[config.mk]
export PLATFORM = sky130hd
export DESIGN_NAME = vrss_sqrt
export DESIGN_NICKNAME = d
export VERILOG_FILES = /design/src/rtl/vrss_pkg.sv /design/src/rtl/vrss_sqrt.sv
export SDC_FILE = /design/constraint.sdc
export NUM_CORES = 1
export LEC_CHECK = 0
export ABC_CLOCK_PERIOD_IN_PS = 3400
export BUFFER_PORTS_ARGS = -buffer_cell sky130_fd_sc_hd__clkbuf_2
export CAP_MARGIN = 10
export CORE_MARGIN = 4
export CORE_UTILIZATION = 40
export DETAILED_ROUTE_END_ITERATION = 8
export GPL_TIMING_DRIVEN = 0
export PLACE_DENSITY_LB_ADDON = 0.08
export REMOVE_ABC_BUFFERS = 1
export SETUP_SLACK_MARGIN = 0.1
export SYNTH_ARGS = -nofsm -noshare
export SYNTH_HDL_FRONTEND = slang
export SYNTH_SLANG_ARGS = --single-unit
[constraint.sdc]
create_clock -name i_clk -period 3.4 [get_ports i_clk]
set_input_delay 0.68 -clock i_clk [delete_from_list [all_inputs] [get_ports i_clk]]
set_output_delay 0.68 -clock i_clk [all_outputs]
set_load 0.02 [all_outputs]
[src/rtl/vrss_pkg.sv]
// Shared constants, codes and types for the per-voxel root-sum-of-squares block.
package vrss_pkg;

    localparam int VOXELS      = 65536;
    localparam int ADDR_W      = 16;
    localparam int STORE_DEPTH = 1 << ADDR_W;
    localparam int SAMPLE_W    = 16;
    localparam int MAG_W       = SAMPLE_W + 1;
    localparam int SQ_W        = 2 * SAMPLE_W - 1;
    localparam int ACC_W       = 40;
    localparam int ROOT_W      = ACC_W / 2;
    localparam int ROOT_STEPS  = ACC_W / 2;
    localparam int STEP_W      = $clog2(ROOT_STEPS);

    localparam logic [ACC_W-1:0] ACC_FULL = '1;

    localparam logic [1:0] MODE_ACC   = 2'd0;
    localparam logic [1:0] MODE_EMIT  = 2'd1;
    localparam logic [1:0] MODE_CLEAR = 2'd2;

    typedef enum logic [2:0] {
        S_CLEAR,
        S_IDLE,
        S_CALC,
        S_ROOT,
        S_PUSH
    } t_state;

    typedef struct packed {
        logic busy;
        logic done;
    } t_sqrt_stat;

endpackage

[src/rtl/vrss_sqrt.sv]
// Iterative floor square root, one result bit per cycle.
module vrss_sqrt
    import vrss_pkg::*;
(
    input  logic              i_clk,
    input  logic              i_rst_n,
    input  logic              i_start,
    input  logic [ACC_W-1:0]  i_radicand,
    output t_sqrt_stat        o_stat,
    output logic [ROOT_W-1:0] o_root
);

    logic [ACC_W-1:0]  r_rad;
    logic [ROOT_W:0]   r_rem;
    logic [ROOT_W-1:0] r_root;
    logic [STEP_W-1:0] r_cnt;
    logic              r_busy;
    logic              r_done;

    logic [ROOT_W+2:0] rem_sh;
    logic [ROOT_W+2:0] trial;
    logic [ROOT_W+2:0] rem_diff;
    logic              ge;

    // The partial remainder never reaches 2^(ROOT_W+1), so its top bits can be dropped.
    always_comb begin
        rem_sh   = {r_rem, r_rad[ACC_W-1:ACC_W-2]};
        trial    = {1'b0, r_root, 2'b01};
        ge       = (rem_sh >= trial);
        rem_diff = rem_sh - trial;
    end

    always_ff @(posedge i_clk) begin
        if (!i_rst_n) begin
            r_busy <= 1'b0;
            r_done <= 1'b0;
        end else begin
            r_done <= 1'b0;
            if (i_start) begin
                r_busy <= 1'b1;
            end else if (r_busy && r_cnt == '0) begin
                r_busy <= 1'b0;
                r_done <= 1'b1;
            end
        end
    end

    always_ff @(posedge i_clk) begin
        if (i_start) begin
            r_rad  <= i_radicand;
            r_rem  <= '0;
            r_root <= '0;
            r_cnt  <= STEP_W'(ROOT_STEPS - 1);
        end else if (r_busy) begin
            r_rad  <= {r_rad[ACC_W-3:0], 2'b00};
            r_rem  <= ge ? rem_diff[ROOT_W:0] : rem_sh[ROOT_W:0];
            r_root <= {r_root[ROOT_W-2:0], ge};
            r_cnt  <= r_cnt - 1'b1;
        end
    end

    assign o_stat.busy = r_busy;
    assign o_stat.done = r_done;
    assign o_root      = r_root;

endmodule

==> results.toml, run 1 <==
[outcome]
status = "completed"

[finish]
diodes = 0
seqCellArea_um2 = 2160
multi_input_area_um2 = 2450
nFillCells = 1134
nets = 603
area_delta_synth_final_pct = 14.4
finalInstanceArea_um2 = 5570
drive_above_1_share_pct = 23.6
final_cell_count_no_fill = 689

[grt]
antenna_found_initial = 0
grt_pass1_vias = 3627
grt_overflow = 0
grt_max_degree = 49
grt_pass1_wl_um = 17300
grt_use_total_pct = 15.1

[clock_network]
cts_max_level = 3
numCtsBuffers = 9
worstSkewPairLatency_ns = 0.35
cts_buffer_depth = 2
cts_hold_buf = 0
root_buffer = "clkbuf_16"
path_clk_slew_ns = 0.07
clkSinkCount = 88
cts_tree = "built"

[sta]
period_minus_slack_ns = 2.88
relSlewSlack_pct = 24.1
maxSlewViolCount = 0
setup_viol = 0
min_period_over_period_pct = 84.7
hold_slack_ns = 0.484
setup_ws_ns = 0.522
finClkSkew_ns = 0.00828
tightest_slew_ns = 1.13
hold_viol_final = 0
rsz0062_at_grt = "false"
fmax_mhz = 347

[synth]
synth_common_cells = "dfxtp_1, nor2_1, edfxtp_1, nand2_1, mux2_2"
synth_seq_cells = 88
synth_ff_type = "dfxtp_1"
synth_area_leader_cell = "edfxtp_1"
synth_top_cells_by_area = "edfxtp_1, dfxtp_1, mux2_2"
postSynthCellCount = 489
synth-seq-area-share_pct = 44.4
syn_area_um2 = 4870
synth.distinct_cells = 51
netlist.area_leader.share_pct = 24.7
ys.warnings.count = 0
synth.avg_cell_area_um2 = 9.95
synth_edf_count = 40
async_flop_share_pct = 0

[power]
ir_drop_uv = 467
finalPower_mw = 4.71
cellLeakagePower_nw = 2.28
powerDensity_nw_per_um2 = 846

[worst_hold_path]
hp-class = "flip-flop to flip-flop"
hold_depth = 2
hp-start = "r_rem[15]$_SDFFE_PP0P_"
whs_endpoint = "r_rem[15]$_SDFFE_PP0P_"

[detailed_routing]
vias = 3670
avgRoutedWirePerCell_um = 14.8
viasPerCell = 5.33
routed_wl_um = 10200
initialDrtViolationCount = 140
ant_nets = 0
drc = 0
firstDrtPassIters = 4

[place]
port_buffers = 64
dpl_cell_area_um2 = 5270
placedCellCount = 671
post-place-ws_ns = 0.214
place_congestion = 0.880
dp_hpwl_um = 7220

[setup_path]
crit_arrival_ns = 3.13
cp-end-kind = "flip-flop"
r2r_end = "r_rem[12]$_SDFFE_PP0P_"
startpoint_type = "flip-flop"
cp_max_fo = 19
path_class = "flip-flop to flip-flop"
worstPathRequired_ns = 3.65
reg2regPathDepth = 8
worstReg2RegStart = "o_root[1]$_SDFFE_PP0P_"
r2r_setup_slack_ns = 0.52

[die]
rows = 40
die_y_um = 118
core_um2 = 12000
fp.dieW_um = 118
initial_core_util_pct = 40.7
floorplan.die_area_um2 = 14000
io_pins = 65

[job]
drv_cap = 0
cell type report:
cell class	count	area share [%]
clock buffer	9	4.04
clock inverter	7	0.989
inverter	29	1.96
multi-input combinational	341	44.1
sequential	88	38.9
tap	147	3.30
timing repair buffer	68	6.79
report_power, final:
part | internal (mW) | switching, mW | total, mW | leakage, nW
Combinational | 0.993 | 1.42 | 2.41 | 1.35
Clock | 0.504 | 0.441 | 0.945 | 0.138
Sequential | 1.26 | 0.0938 | 1.35 | 0.794
Total | 2.76 | 1.96 | 4.71 | 2.28
cell families after synthesis:
| group | Yosys count | synth area share (%) |
|---|---|---|
| AND/OR/NAND/NOR | 141 | 13.6 |
| AO/OA/AOI/OAI | 96 | 13.7 |
| flip-flops | 88 | 44.4 |
| multiplexers | 64 | 14.1 |
| buffers and inverters | 60 | 5.17 |
| adder cells (fa/ha/maj) | 23 | 5.91 |
| XOR/XNOR | 17 | 3.06 |
sequential cells by signal, summed over array words and instances, names as in the netlist:
signal	cells
o_root	20
r_busy	1
r_cnt	5
r_done	1
r_rad	40
r_rem	21
worst max-delay path, stage by stage, from the launching register on:
cell and delay [ns]:
dfxtp_1 0.37, inv_1 0.06, ha_1 0.38, o2111ai_1 0.20, nand3_1 0.25, a211oi_2 0.61
o311a_2 0.55, nor4b_1 0.12, nor4_1 0.26
what timing repair did:
| action | 4_1_cts | 5_1_grt |
|---|---|---|
| buffers inserted | 0 | 2 |
| gates resized for setup | 0 | 1 |
| setup endpoints to repair | 0 | 15 |
stage by stage:
stage               TNS [ns]  util [%]
floorplan                  0         -
global placement      -47.28      43.7
detailed placement         0      44.1
CTS                        0      46.4
global route               0      46.5
finish                     0      46.5
cells in the final DEF, fill, tap and decap left out, types with 3 or more instances in the layout:
cell type / synthesis / final
clkbuf_2: 0 / 63
nor2_1: 48 / 48
dfxtp_1: 48 / 47
edfxtp_1: 40 / 40
nand2_1: 39 / 39
mux2_2: 38 / 38
inv_1: 29 / 28
mux2i_1: 26 / 26
ha_1: 23 / 23
a21oi_1: 22 / 22
o21ai_0: 17 / 17
nand3_1: 11 / 11
nand2b_1: 11 / 11
xnor2_1: 9 / 9
clkbuf_16: 0 / 9
xor2_1: 8 / 8
a211oi_1: 7 / 7
a21o_1: 6 / 6
o21a_1: 6 / 6
nor3_1: 6 / 6
o211ai_1: 6 / 6
nor3b_1: 5 / 5
nand4_1: 4 / 4
a31oi_1: 4 / 4
nor4_1: 4 / 4
a32oi_1: 4 / 4
o31ai_1: 4 / 4
and3_1: 3 / 3
o2111ai_1: 3 / 3
o22ai_1: 3 / 3
and2_1: 3 / 3
layer usage:
metal  routed length (um)  global-route usage (%)  up-vias  share of wire, %
met5                    0                       0        -                 0
met2                 4590                    23.1       62                45
li1                     -                       -     1865                 -
met3                  523                    4.35       11               5.1
met4                  186                    7.03        0               1.8
met1                 4930                    19.5     1732                48
worst max path at each step:
| stage | start | to | slack [ns] | cells after the start |
|---|---|---|---|---|
| global route | o_root[15]$_SDFFE_PP0P_ | r_rem[12]$_SDFFE_PP0P_ | 0.27 | 8 |
| CTS | o_root[2]$_SDFFE_PP0P_ | r_rem[12]$_SDFFE_PP0P_ | 0.21 | 8 |
| finish | o_root[1]$_SDFFE_PP0P_ | r_rem[12]$_SDFFE_PP0P_ | 0.52 | 8 |
| detailed placement | o_root[2]$_SDFFE_PP0P_ | r_rem[12]$_SDFFE_PP0P_ | 0.21 | 8 |
| global placement | i_start | r_rad[1]$_SDFFCE_PN0P_ | -1.19 | 3 |
| floorplan | r_busy$_SDFFE_PN0P_ | r_rad[0]$_SDFFCE_PN0P_ | 0.1 | 2 |
Power figures use the tool's default switching activity.
==> run 2, diff against run 1 <==
--- a/config.mk
+++ b/config.mk
@@ -5,7 +5,7 @@
 export SDC_FILE = /design/constraint.sdc
 export NUM_CORES = 1
 export LEC_CHECK = 0
-export ABC_CLOCK_PERIOD_IN_PS = 3400
+export ABC_CLOCK_PERIOD_IN_PS = 2440
 export BUFFER_PORTS_ARGS = -buffer_cell sky130_fd_sc_hd__clkbuf_2
 export CAP_MARGIN = 10
 export CORE_MARGIN = 4
==> constraint.sdc (replaced) <==
create_clock -name i_clk -period 2.44 [get_ports i_clk]
set_input_delay 0.488 -clock i_clk [delete_from_list [all_inputs] [get_ports i_clk]]
set_output_delay 0.488 -clock i_clk [all_outputs]
set_load 0.02 [all_outputs]
==> results.toml, run 2 (synthesis gave the netlist of run 1 again) <==
[outcome]
status = "completed"

[clock_network]
cts_max_level = 3
cts_buffer_depth = 2
cts_tree = "built"
path_clk_slew_ns = 0.07
numCtsBuffers = 9
root_buffer = "clkbuf_16"
worstSkewPairLatency_ns = 0.35
clkSinkCount = 88
cts_hold_buf = 0

[worst_hold_path]
hp-class = "primary input to flip-flop"

[sta]
tightest_slew_ns = 1.05
rsz0062_at_grt = "true"
setup_ws_ns = 0.119
maxSlewViolCount = 0
fmax_mhz = 431
min_period_over_period_pct = 95.1
hold_viol_final = 0
relSlewSlack_pct = 29.9
period_minus_slack_ns = 2.32
hold_slack_ns = 0.359
setup_viol = 0
finClkSkew_ns = 0.00835

[grt]
grt_pass1_vias = 3854
grt_use_total_pct = 16.3
grt_overflow = 0
grt_max_degree = 49
antenna_found_initial = 0
grt_pass1_wl_um = 18700

[job]
drv_cap = 0

[place]
dp_hpwl_um = 7220
post-place-ws_ns = -0.746
port_buffers = 64
place_congestion = 0.880
placedCellCount = 671

[die]
floorplan.die_area_um2 = 14000
core_um2 = 12000
io_pins = 65
die_y_um = 118
initial_core_util_pct = 40.7
fp.dieW_um = 118
rows = 40

[finish]
largest_reg_flops = 40
final_core_util_pct = 53.9
diodes = 0
nFillCells = 1055
drive_above_1_share_pct = 43.2
nets = 645
regMostFlops = "r_rad"
layout_common_cells = "clkbuf_2, nor2_1, edfxtp_1, mux2_2"
final_cell_count_no_fill = 731
final_common_cell = "clkbuf_2"
area_delta_synth_final_pct = 32.5

[detailed_routing]
routed_wl_um = 11500
ant_nets = 0
firstDrtPassIters = 4
vias = 3976
drc = 0
viasPerCell = 5.44
avgRoutedWirePerCell_um = 15.7
initialDrtViolationCount = 179

[setup_path]
cp_slowest_cell = "o311a_4"
path_class = "flip-flop to flip-flop"
crit_family = "compound AO/OA/AOI/OAI gates"
startpoint_type = "flip-flop"
crit_arrival_ns = 2.55
cp_max_fo = 5
worstPathRequired_ns = 2.66
worst-path-buf-inv = 1
cp-end-kind = "flip-flop"
slowest_delay_ns = 0.43
crit_chain = "ha_4 -> and3_4 -> nand2_4 -> or3_4 -> o311a_4 -> buf_12 -> a32oi_1 -> o21ai_0"

[power]
powerDensity_nw_per_um2 = 1330
ir_drop_uv = 766
cellLeakagePower_nw = 2.59
==> run 2: final cells by class <==
type                    instances  area (um^2)  area share, %
inverters                      29          111           1.73
repair buffers                109          719           11.2
well taps                     147          184           2.85
multi-input cells             342         2950           45.8
clock inverters                 7         55.1          0.854
clock buffers                   9          225           3.49
flip-flops and latches         88         2200           34.1
==> run 2: metrics by stage <==
step / instance area [um^2] / TNS [ns] / power (mW)
floorplan: 4720 / -39.58 / 4.41
global placement: 5230 / -98.32 / 4.97
detailed placement: 5270 / -31.46 / 4.99
CTS: 6030 / 0 / 7.79
global route: 6450 / -0.0155 / 9.11
finish: 6450 / 0 / 8.55
==> run 2: repair_timing <==
item                                    4_1_cts  5_1_grt
pin swaps                                    15       33
setup buffers                                22       20
cloned                                        2        0
endpoints found under the setup margin       62       22
resized for setup                            54       67
==> run 2: per-layer routing <==
layer | global-route usage (%) | vias up | routed length (um)
li1 | - | 1959 | -
met1 | 21.1 | 1921 | 5280
met2 | 25.3 | 84 | 5420
met3 | 4.55 | 12 | 597
met4 | 7.47 | 0 | 181
met5 | 0 | - | 0
==> run 2: report_power, final <==
group / internal, mW / leakage [nW] / switching (mW)
sequential: 1.76 / 0.806 / 0.183
combinational: 2.62 / 1.65 / 2.66
clock: 0.703 / 0.138 / 0.622
==> run 2: worst paths after layout <==
path / startpoint / end / slack [ns] / depth (start not counted)
setup reg to reg: r_rem[14]$_SDFFE_PP0P_ / r_rem[19]$_SDFFE_PP0P_ / 0.12 / 8
hold / removal: i_rst_n / r_done$_SDFF_PP0_ / 0.36 / 2
setup / recovery: r_rem[14]$_SDFFE_PP0P_ / r_rem[19]$_SDFFE_PP0P_ / 0.12 / 8
hold reg to reg: r_rem[2]$_SDFFE_PP0P_ / r_rem[2]$_SDFFE_PP0P_ / 0.49 / 2
==> run 2: worst reg2reg max path: cells and delay by family (launching register included) <==
| family | cells | cell delay (ns) |
|---|---|---|
| AO/OA/AOI/OAI | 3 | 0.72 |
| AND/OR/NAND/NOR | 3 | 0.68 |
| flip-flops | 1 | 0.36 |
| adder cells (fa/ha/maj) | 1 | 0.30 |
| buffers and inverters | 1 | 0.14 |
